**src/rtl/pqp_pkg.sv**
```systemverilog
`timescale 1ns / 1ps
// ---------------------------------------------------------------------------
// pqp_pkg
// shared types and constants of the pulse queue player
// ---------------------------------------------------------------------------
package pqp_pkg;

	localparam int FIFO_DEPTH_DEF    = 64;
	localparam int COUNTS_PER_US_DEF = 32;

	localparam int PERIOD_W  = 21;
	localparam int ONTIME_W  = 16;
	localparam int CURRENT_W = 8;
	localparam int TOTAL_W   = 27;
	localparam int PER_US_W  = 16;
	localparam int VOLUME_W  = 15;
	localparam int CFG_IDX_W = 2;
	localparam int CFG_DAT_W = 21;

	localparam logic [PERIOD_W-1:0]  PERIOD_MAX = {PERIOD_W{1'b1}};
	localparam logic [TOTAL_W-1:0]   TOTAL_MAX  = {TOTAL_W{1'b1}};
	localparam logic [CURRENT_W-1:0] CUR_MAX    = {CURRENT_W{1'b1}};

	// reset values of the configuration registers
	localparam logic [CURRENT_W-1:0] DAC_MIN_RST    = 8'd0;
	localparam logic [CURRENT_W-1:0] DAC_SPAN_RST   = 8'd255;
	localparam logic [PERIOD_W-1:0]  MIN_PERIOD_RST = 21'd32;

	typedef enum logic [1:0] {
		OP_QUEUE = 2'd0,
		OP_TICK  = 2'd1,
		OP_FLUSH = 2'd2,
		OP_NONE  = 2'd3
	} op_t;

	typedef enum logic [CFG_IDX_W-1:0] {
		REG_DAC_MIN    = 2'd0,
		REG_DAC_SPAN   = 2'd1,
		REG_MIN_PERIOD = 2'd2,
		REG_FIRE_EN    = 2'd3
	} cfg_reg_t;

	typedef struct packed {
		logic [PERIOD_W-1:0]  period;
		logic [ONTIME_W-1:0]  on_time;
		logic [CURRENT_W-1:0] current;
	} pulse_t;

	localparam int PULSE_W = $bits(pulse_t);

endpackage

```
**src/rtl/pulse_queue_player_unit.sv**
```systemverilog
`timescale 1ns / 1ps
// ---------------------------------------------------------------------------
// pulse_queue_player_unit
// pulse fifo played out against a tick-driven timer
// ---------------------------------------------------------------------------
// usage:
//   input channel (in_valid/in_ready) takes one word per op: queue a pulse,
//   advance the timer by one tick, or flush. every op gives exactly one
//   result word on the output channel (out_valid/out_ready).
//   config channel (cfg_valid/cfg_ready) is always ready; write it only
//   while the block is idle.
// sequence:
//   tick without expiry, flush: from idle straight to the response state.
//   queue: push, then response; a stopped player is kickstarted by a pop.
//   tick with expiry: a pop, taken again for each zero-period entry dropped.
//   each pop uses the single fifo memory: a registered read in the pop-wait
//   state, followed by a check state.
// reset:
//   fifo empty, timer stopped, total zero, registers at their defaults.
//   fifo entries themselves are not cleared, so no clearing pass is needed.
// stall:
//   a finished result sits in the output register; the next word is taken
//   meanwhile and waits in the response state until the register frees up.
// ---------------------------------------------------------------------------
module pulse_queue_player_unit #(
	parameter int FIFO_DEPTH    = pqp_pkg::FIFO_DEPTH_DEF,
	parameter int COUNTS_PER_US = pqp_pkg::COUNTS_PER_US_DEF
) (
	input  logic                            clk,
	input  logic                            arst_n,
	// config write channel
	input  logic                            cfg_valid,
	output logic                            cfg_ready,
	input  logic [pqp_pkg::CFG_IDX_W-1:0]   cfg_index,
	input  logic [pqp_pkg::CFG_DAT_W-1:0]   cfg_data,
	// op channel
	input  logic                            in_valid,
	output logic                            in_ready,
	input  logic [1:0]                      op,
	input  logic [pqp_pkg::PER_US_W-1:0]    pulse_period_us,
	input  logic [pqp_pkg::ONTIME_W-1:0]    pulse_on_time_us,
	input  logic [pqp_pkg::VOLUME_W-1:0]    pulse_volume,
	// result channel
	output logic                            out_valid,
	input  logic                            out_ready,
	output logic                            accepted,
	output logic                            fire,
	output logic [pqp_pkg::ONTIME_W-1:0]    fire_on_time,
	output logic [pqp_pkg::CURRENT_W-1:0]   fire_current,
	output logic [pqp_pkg::TOTAL_W-1:0]     buffered_counts,
	output logic                            running
);
	import pqp_pkg::*;

	localparam int PTR_W = (FIFO_DEPTH > 1) ? $clog2(FIFO_DEPTH) : 1;
	localparam int CNT_W = $clog2(FIFO_DEPTH + 1);
	// period conversion product, kept wide enough to see saturation
	localparam int PER_PROD_W = PER_US_W + $clog2(COUNTS_PER_US + 1);
	localparam int PER_EXT_W  = (PER_PROD_W > PERIOD_W) ? PER_PROD_W : PERIOD_W + 1;
	localparam int VPROD_W    = VOLUME_W + CURRENT_W;

	typedef enum logic [2:0] {
		ST_IDLE,
		ST_PUSH,
		ST_POP_WAIT,
		ST_POP_CHK,
		ST_RESP
	} state_t;

	state_t state_q;

	// configuration registers
	logic [CURRENT_W-1:0] dac_min_q;
	logic [CURRENT_W-1:0] dac_span_q;
	logic [PERIOD_W-1:0]  min_period_q;
	logic                 fire_en_q;

	// player state
	logic [PTR_W-1:0]    rd_ptr_q;
	logic [PTR_W-1:0]    wr_ptr_q;
	logic [CNT_W-1:0]    count_q;
	pulse_t              held_q;
	logic [PERIOD_W-1:0] tick_q;
	logic                running_q;
	logic [TOTAL_W-1:0]  total_q;

	// per-op working registers
	logic [PERIOD_W-1:0] period_q;
	logic [ONTIME_W-1:0] on_time_q;
	logic [VPROD_W-1:0]  vol_prod_s1;
	logic                expire_mode_q;
	logic                res_accepted_q;
	logic                res_fire_q;
	logic [ONTIME_W-1:0] res_on_q;
	logic [CURRENT_W-1:0] res_cur_q;

	// fifo memory
	logic [PULSE_W-1:0] fifo_mem [FIFO_DEPTH];
	logic [PULSE_W-1:0] rd_data_s1;
	logic               mem_we;
	pulse_t             push_pulse;
	pulse_t             head_pulse;

	// combinational helpers
	logic [PER_EXT_W-1:0] per_prod;
	logic [PERIOD_W-1:0]  per_sat;
	logic [CURRENT_W:0]   cur_sum;
	logic [TOTAL_W:0]     total_add;
	logic [PERIOD_W-1:0]  tick_inc;
	logic                 fifo_full;
	logic [PTR_W-1:0]     wr_ptr_nxt;
	logic [PTR_W-1:0]     rd_ptr_nxt;
	logic                 in_fire;
	logic                 tick_expire;
	logic                 fire_now;

	assign cfg_ready = 1'b1;
	assign in_ready  = (state_q == ST_IDLE);
	assign in_fire   = in_valid & in_ready;

	// period in counts, saturating at the timer width
	assign per_prod = PER_EXT_W'(pulse_period_us) * PER_EXT_W'(COUNTS_PER_US);
	assign per_sat  = (per_prod > PER_EXT_W'(PERIOD_MAX)) ? PERIOD_MAX
	                                                      : per_prod[PERIOD_W-1:0];

	// dac current from the registered volume product
	assign cur_sum = {1'b0, dac_min_q} + {1'b0, vol_prod_s1[VPROD_W-1:VOLUME_W]};

	assign push_pulse.period  = period_q;
	assign push_pulse.on_time = on_time_q;
	assign push_pulse.current = cur_sum[CURRENT_W] ? CUR_MAX : cur_sum[CURRENT_W-1:0];

	assign fifo_full  = (count_q == CNT_W'(FIFO_DEPTH));
	assign mem_we     = (state_q == ST_PUSH) && !fifo_full;
	assign total_add  = {1'b0, total_q} + (TOTAL_W+1)'(period_q);
	assign tick_inc   = (tick_q != PERIOD_MAX) ? tick_q + 1'b1 : tick_q;
	assign wr_ptr_nxt = (wr_ptr_q == PTR_W'(FIFO_DEPTH - 1)) ? '0 : wr_ptr_q + 1'b1;
	assign rd_ptr_nxt = (rd_ptr_q == PTR_W'(FIFO_DEPTH - 1)) ? '0 : rd_ptr_q + 1'b1;
	assign head_pulse = pulse_t'(rd_data_s1);

	// a tick word that runs the held pulse out, and whether that pulse is commanded
	assign tick_expire = running_q && (op_t'(op) == OP_TICK) && (tick_inc >= held_q.period);
	assign fire_now    = tick_expire && held_q.current != '0 && held_q.on_time != '0
	                     && fire_en_q;

	// fifo storage: one write port, one registered read port at the head
	always_ff @(posedge clk) begin
		if (mem_we) begin
			fifo_mem[wr_ptr_q] <= push_pulse;
		end
		rd_data_s1 <= fifo_mem[rd_ptr_q];
	end

	// volume times span, registered before the add and saturate
	always_ff @(posedge clk) begin
		if (in_fire) begin
			vol_prod_s1 <= VPROD_W'(pulse_volume) * VPROD_W'(dac_span_q);
		end
	end

	// configuration writes
	always_ff @(posedge clk or negedge arst_n) begin
		if (!arst_n) begin
			dac_min_q    <= DAC_MIN_RST;
			dac_span_q   <= DAC_SPAN_RST;
			min_period_q <= MIN_PERIOD_RST;
			fire_en_q    <= 1'b1;
		end else if (cfg_valid && cfg_ready) begin
			unique case (cfg_reg_t'(cfg_index))
				REG_DAC_MIN:    dac_min_q    <= cfg_data[CURRENT_W-1:0];
				REG_DAC_SPAN:   dac_span_q   <= cfg_data[CURRENT_W-1:0];
				REG_MIN_PERIOD: min_period_q <= cfg_data[PERIOD_W-1:0];
				REG_FIRE_EN:    fire_en_q    <= cfg_data[0];
			endcase
		end
	end

	// sequencer: state, player registers and the result register
	always_ff @(posedge clk or negedge arst_n) begin
		if (!arst_n) begin
			state_q         <= ST_IDLE;
			rd_ptr_q        <= '0;
			wr_ptr_q        <= '0;
			count_q         <= '0;
			held_q          <= '0;
			tick_q          <= '0;
			running_q       <= 1'b0;
			total_q         <= '0;
			period_q        <= '0;
			on_time_q       <= '0;
			expire_mode_q   <= 1'b0;
			res_accepted_q  <= 1'b0;
			res_fire_q      <= 1'b0;
			res_on_q        <= '0;
			res_cur_q       <= '0;
			out_valid       <= 1'b0;
			accepted        <= 1'b0;
			fire            <= 1'b0;
			fire_on_time    <= '0;
			fire_current    <= '0;
			buffered_counts <= '0;
			running         <= 1'b0;
		end else begin
			// in the response state the new word takes over the register
			if (out_valid && out_ready && state_q != ST_RESP) begin
				out_valid <= 1'b0;
			end

			unique case (state_q)
				ST_IDLE: begin
					if (in_fire) begin
						res_accepted_q <= 1'b0;
						// expiry: command the held pulse, then pop
						res_fire_q     <= fire_now;
						res_on_q       <= fire_now ? held_q.on_time : '0;
						res_cur_q      <= fire_now ? held_q.current : '0;
						period_q       <= per_sat;
						on_time_q      <= pulse_on_time_us;
						expire_mode_q  <= tick_expire;
						unique case (op_t'(op))
							OP_QUEUE: state_q <= ST_PUSH;
							OP_TICK: begin
								if (running_q) begin
									tick_q <= tick_inc;
									if (tick_expire) begin
										state_q <= ST_POP_WAIT;
									end else begin
										state_q <= ST_RESP;
									end
								end else begin
									state_q <= ST_RESP;
								end
							end
							OP_FLUSH: begin
								rd_ptr_q  <= '0;
								wr_ptr_q  <= '0;
								count_q   <= '0;
								total_q   <= '0;
								running_q <= 1'b0;
								tick_q    <= '0;
								state_q   <= ST_RESP;
							end
							OP_NONE: state_q <= ST_RESP;
						endcase
					end
				end

				ST_PUSH: begin
					if (!fifo_full) begin
						wr_ptr_q       <= wr_ptr_nxt;
						count_q        <= count_q + 1'b1;
						total_q        <= total_add[TOTAL_W] ? TOTAL_MAX
						                                     : total_add[TOTAL_W-1:0];
						res_accepted_q <= 1'b1;
					end
					// kickstart a stopped player when anything is waiting
					if (!running_q && (!fifo_full || count_q != '0)) begin
						state_q <= ST_POP_WAIT;
					end else begin
						state_q <= ST_RESP;
					end
				end

				// head entry is being read at rd_ptr_q
				ST_POP_WAIT: state_q <= ST_POP_CHK;

				ST_POP_CHK: begin
					if (count_q == '0) begin
						if (expire_mode_q) begin
							running_q <= 1'b0;
							tick_q    <= '0;
							total_q   <= '0;
						end
						state_q <= ST_RESP;
					end else begin
						rd_ptr_q <= rd_ptr_nxt;
						count_q  <= count_q - 1'b1;
						if (expire_mode_q && head_pulse.period == '0) begin
							// zero period at expiry: drop it, keep it as held, try again
							held_q.period  <= PERIOD_W'(1);
							held_q.on_time <= head_pulse.on_time;
							held_q.current <= head_pulse.current;
							state_q        <= ST_POP_WAIT;
						end else begin
							total_q <= (TOTAL_W'(head_pulse.period) >= total_q) ? '0
							           : total_q - TOTAL_W'(head_pulse.period);
							held_q.period  <= (head_pulse.period < min_period_q)
							                  ? min_period_q : head_pulse.period;
							held_q.on_time <= head_pulse.on_time;
							held_q.current <= head_pulse.current;
							tick_q         <= '0;
							running_q      <= 1'b1;
							state_q        <= ST_RESP;
						end
					end
				end

				ST_RESP: begin
					if (!out_valid || out_ready) begin
						out_valid       <= 1'b1;
						accepted        <= res_accepted_q;
						fire            <= res_fire_q;
						fire_on_time    <= res_on_q;
						fire_current    <= res_cur_q;
						buffered_counts <= total_q;
						running         <= running_q;
						state_q         <= ST_IDLE;
					end
				end

				default: state_q <= ST_IDLE;
			endcase
		end
	end

	// fill level never passes the depth
	a_count_bound: assert property (@(posedge clk) disable iff (!arst_n)
		count_q <= CNT_W'(FIFO_DEPTH))
		else $error("fifo count above depth");

	// an empty fifo has both pointers together
	a_empty_ptrs: assert property (@(posedge clk) disable iff (!arst_n)
		count_q == '0 |-> rd_ptr_q == wr_ptr_q)
		else $error("empty fifo with pointers apart");

	// a stopped timer holds a cleared counter
	a_stopped_tick: assert property (@(posedge clk) disable iff (!arst_n)
		!running_q |-> tick_q == '0)
		else $error("counter nonzero while stopped");

	// the head check always follows a read cycle
	a_pop_after_read: assert property (@(posedge clk) disable iff (!arst_n)
		state_q == ST_POP_CHK |-> $past(state_q) == ST_POP_WAIT)
		else $error("head check without a fresh read");

endmodule

```
**config.mk**
```make
export PLATFORM = sky130hd
export DESIGN_NAME = pulse_queue_player_unit
export DESIGN_NICKNAME = d
export VERILOG_FILES = /design/src/rtl/pqp_pkg.sv /design/src/rtl/pulse_queue_player_unit.sv
export SDC_FILE = /design/constraint.sdc
export NUM_CORES = 2
export LEC_CHECK = 0
export BUFFER_PORTS_ARGS = -buffer_cell sky130_fd_sc_hd__buf_2
export CORE_UTILIZATION = 57
export CTS_BUF_LIST = sky130_fd_sc_hd__clkbuf_4 sky130_fd_sc_hd__clkbuf_8 sky130_fd_sc_hd__clkbuf_16
export DETAILED_ROUTE_END_ITERATION = 10
export PLACE_DENSITY = 0.76
export SLEW_MARGIN = 0
export SYNTH_ARGS = -nofsm -noshare
export SYNTH_HDL_FRONTEND = slang
export SYNTH_SLANG_ARGS = --single-unit
```
**constraint.sdc**
```tcl
create_clock -name clk -period 4.53 [get_ports clk]
set_input_delay 0.906 -clock clk [delete_from_list [all_inputs] [get_ports clk]]
set_output_delay 0.906 -clock clk [all_outputs]
set_load 0.05 [all_outputs]
```
==> flow_metrics.env <==
export IMPL_status="finished with violations"
export IMPL_violations="hold timing, setup timing"
export IMPL_grt_pass1_vias=62820
export IMPL_endpoint_kind="register"
export IMPL_syn_area_um2=115700
export IMPL_power_internal_mw=57.39
export IMPL_syn_num_nets=5878
export IMPL_worst_slack_ns=-0.1007
export IMPL_synthCells=5595
export IMPL_clkSinkCount=2868
export IMPL_wl_per_cell_um=37.22
export IMPL_synth_edf_count=2568
export IMPL_critPathSlowestCell="dfstp_2"
export IMPL_via_count=62000
export IMPL_gr_total_overflow=0
export IMPL_final_nets=6353
export IMPL_yosysTopAreaCellShare_pct=66.67
export IMPL_synth_seq_cells=2868
export IMPL_ys_flop_type="edfxtp_1"
export IMPL_die_x_um=452.5
export IMPL_htreeDepth=5
export IMPL_avgSynthCellArea_um2=20.67
export IMPL_rows=164
export IMPL_numPortBuffers=132
export IMPL_ctsRootBufferMaster="clkbuf_16"
export IMPL_vdd_drop_max_uv=961.4
export IMPL_synth_largest_area_cell="edfxtp_1"
export IMPL_cts_buffers=298
export IMPL_finalSetupTns_ns=-0.3242
export IMPL_grt_start_max_net_pins=90
export IMPL_hold_worst_slack_ns=-0.01883
export IMPL_switchingPower_mw=25.77
export IMPL_io_pins=134
export IMPL_yosys_warnings=0
export IMPL_fillers=12500
export IMPL_drt_first_pass_iters=7
export IMPL_cp_common_cell="fa_1"
export IMPL_worst_pin_slew_ns=1.444
export IMPL_path_delay_family="adder cells"
export IMPL_grt_pass1_wl_um=468400
export IMPL_power_frac_clock_pct=28.3
export IMPL_crit_arrival_ns=5.26
export IMPL_rsz0062_at_grt="true"
export IMPL_synthArstFlopShare_pct=9.066
export IMPL_grt_usage_pct=32.99
export IMPL_layout_common_cells="edfxtp_1 (2,568), mux4_2 (840), nand2_1 (322), clkbuf_16 (303), dfrtp_1 (231)"
export IMPL_maxCapViolations=0
export IMPL_synth_cell_types=78
export IMPL_critPathMaxStageDelay_ns=0.55
export IMPL_power_density_nw_per_um2=630.2
export IMPL_syn_to_final_growth_pct=14.09
export IMPL_p_total_mw=83.16
export IMPL_p_comb_share_pct=29.4
export IMPL_required_ns=5.16
export IMPL_start_util_pct=57.63
export IMPL_min_period_over_period_pct=102.2
export IMPL_drc=0
export IMPL_antenna_found_initial=14
export IMPL_ys_seq_area_share_pct=73.00
export IMPL_wl_um=332900
export IMPL_core_area_um2=200700
export IMPL_p_seq_share_pct=42.3
export IMPL_swShare_pct=30.99
export IMPL_dp_hpwl_um=177600
export IMPL_path_cells="buf_6 > buf_4 > and2_1 > fa_1 > inv_1 > fa_1 > fa_1 > inv_1 > fa_1 > ha_1 > a21oi_1 > o21ai_0 > nand3_2 > a21bo_2 > a31oi_4 > a21o_1 > a21oi_2 > xnor2_1"
export IMPL_finalSetupViolCount=5
export IMPL_synthTopCellsByArea="edfxtp_1 (67%), mux4_2 (16%), dfrtp_1 (5.4%)"
export IMPL_gp_congestion=0.8881
export IMPL_dpl_cell_area_um2=122500
export IMPL_fin_crit_ns=4.631
export IMPL_max_clock_freq_ghz=0.2159
export IMPL_start_kind="register"
export IMPL_final_layout_size_suffix_gt1_share_pct=31.60
export IMPL_die_h_um=452.5
export IMPL_drt_iter0_markers=9836
export IMPL_crit_fanout=5
export IMPL_p_leak_nw=44.06
export IMPL_crit_buf_inv=4
export IMPL_layout_commonest_cell="edfxtp_1"
export IMPL_crit_type="reg -> reg"
export IMPL_clkTransAtPathRegs_ns=0.06
export IMPL_hp_class="in -> async"
export IMPL_hold_violations=2
export IMPL_slew_headroom_pct=3.511
export IMPL_holdBufCountCts=0
export IMPL_die_area_um2=204700
export IMPL_clk_latency_ns=0.96
export IMPL_finalClockSkew_ns=0.1044
export IMPL_drv_slew=0
export IMPL_cts_max_path_buffers=4
export IMPL_final_util_pct=65.75
export IMPL_postRouteAntennaNets=0
export IMPL_cts_tree="built"
export IMPL_routed_via_density=6.932
export IMPL_final_cell_area_um2=132000
cell families (layout without fill, tap and decap cells):
kind of cell               count (synthesis)  after routing  synth area share [%]
AOI/OAI and AO/OA                        372            372                 2.080
xor gates and xnor gates                  62             62                0.4695
adders and majority gates                206            206                 2.754
buffers and inverters                    445           1131                 1.579
DFF                                     2868           2868                 73.00
muxes                                    943            943                 17.34
other                                      1              7              0.003242
and+or+nand+nor                          698            698                 2.772
layout make-up:
cell class	count	area [µm²]	area share [%]
multi-input cells	2282	30130	22.83
well taps	2656	3323	2.518
clock inverters	135	1022	0.7747
flip-flops and latches	2868	84470	64.02
inverters	174	653.1	0.4950
repair buffers	446	4160	3.153
diodes	6	15.01	0.01138
clock buffers	376	8180	6.199
path summary, 6_finish.rpt:
kind / startpoint / end / slack [ns] / cells after the start
min: arst_n / min_period_q[19] / -0.02 / 1
max: dac_span_q[5] / vol_prod_s1[22] / -0.10 / 18
max in group asynchronous: arst_n / period_q[8] / 3.45 / 2
min in group clk: pulse_on_time_us[5] / on_time_q[5] / 0.14 / 3
max reg2reg: dac_span_q[5] / vol_prod_s1[22] / -0.10 / 18
min reg2reg: head_pulse[5] / held_q[5] / 0.43 / 2
stage by stage:
stage               setup WS (ns)  instances
finish                    -0.1007       8943
global route              -0.2541       8938
CTS                       -0.1245       8928
detailed placement        -0.7249       8416
global placement          -0.7632       8416
floorplan                 -0.2291       5595
registers in the layout, summed over array words and instances, names as in the netlist, 3 cells and up:
name             cells
vol_prod_s1          8
fire_current         8
total_q             23
buffered_counts     23
held_q              45
fifo_mem          2560
tick_q              21
on_time_q           16
state_q              3
period_q            16
wr_ptr_q             6
dac_min_q            8
count_q              7
dac_span_q           8
res_cur_q            8
fire_on_time        16
rd_ptr_q             6
min_period_q        21
res_on_q            16
head_pulse          40
synth_stat cells, types with 18 or more instances:
library cell	count
edfxtp_1	2568
mux4_2	840
nand2_1	334
dfrtp_1	250
inv_1	174
clkbuf_1	166
nor2_1	126
ha_1	125
o21ai_0	103
mux2_2	85
and2_1	81
fa_1	81
a21oi_1	80
buf_2	73
dfxtp_1	40
xnor2_1	35
nand3_1	33
o31ai_1	32
a22o_1	27
xor2_1	27
a21o_1	26
buf_1	19
mux2i_1	18
routing by layer:
| layer | share of wire (%) | track usage [%] |
|---|---|---|
| met1 | 33 | 43.06 |
| met2 | 48 | 52.40 |
| met5 | 0.011 | 0 |
| met3 | 13 | 7.112 |
| met4 | 6.3 | 17.91 |
power groups by stage:
| stage | combinational [mW] | sequential, mW | clock (mW) |
|---|---|---|---|
| after floorplan | 14.7 | 36.4 | 0 |
| after global placement | 22.8 | 35.6 | 0 |
| after detailed placement | 23.4 | 35.6 | 0 |
| after CTS | 24.1 | 35.1 | 23.7 |
| after global routing | 25.9 | 35.2 | 24.6 |
| final | 24.4 | 35.2 | 23.6 |
timing repair:
| action | in CTS | in global routing |
|---|---|---|
| setup endpoints to repair | 7 | 32 |
| pin swaps | 12 | 18 |
| setup buffers | 2 | 9 |
| gates resized for setup | 23 | 18 |
Power figures use the tool's default switching activity.
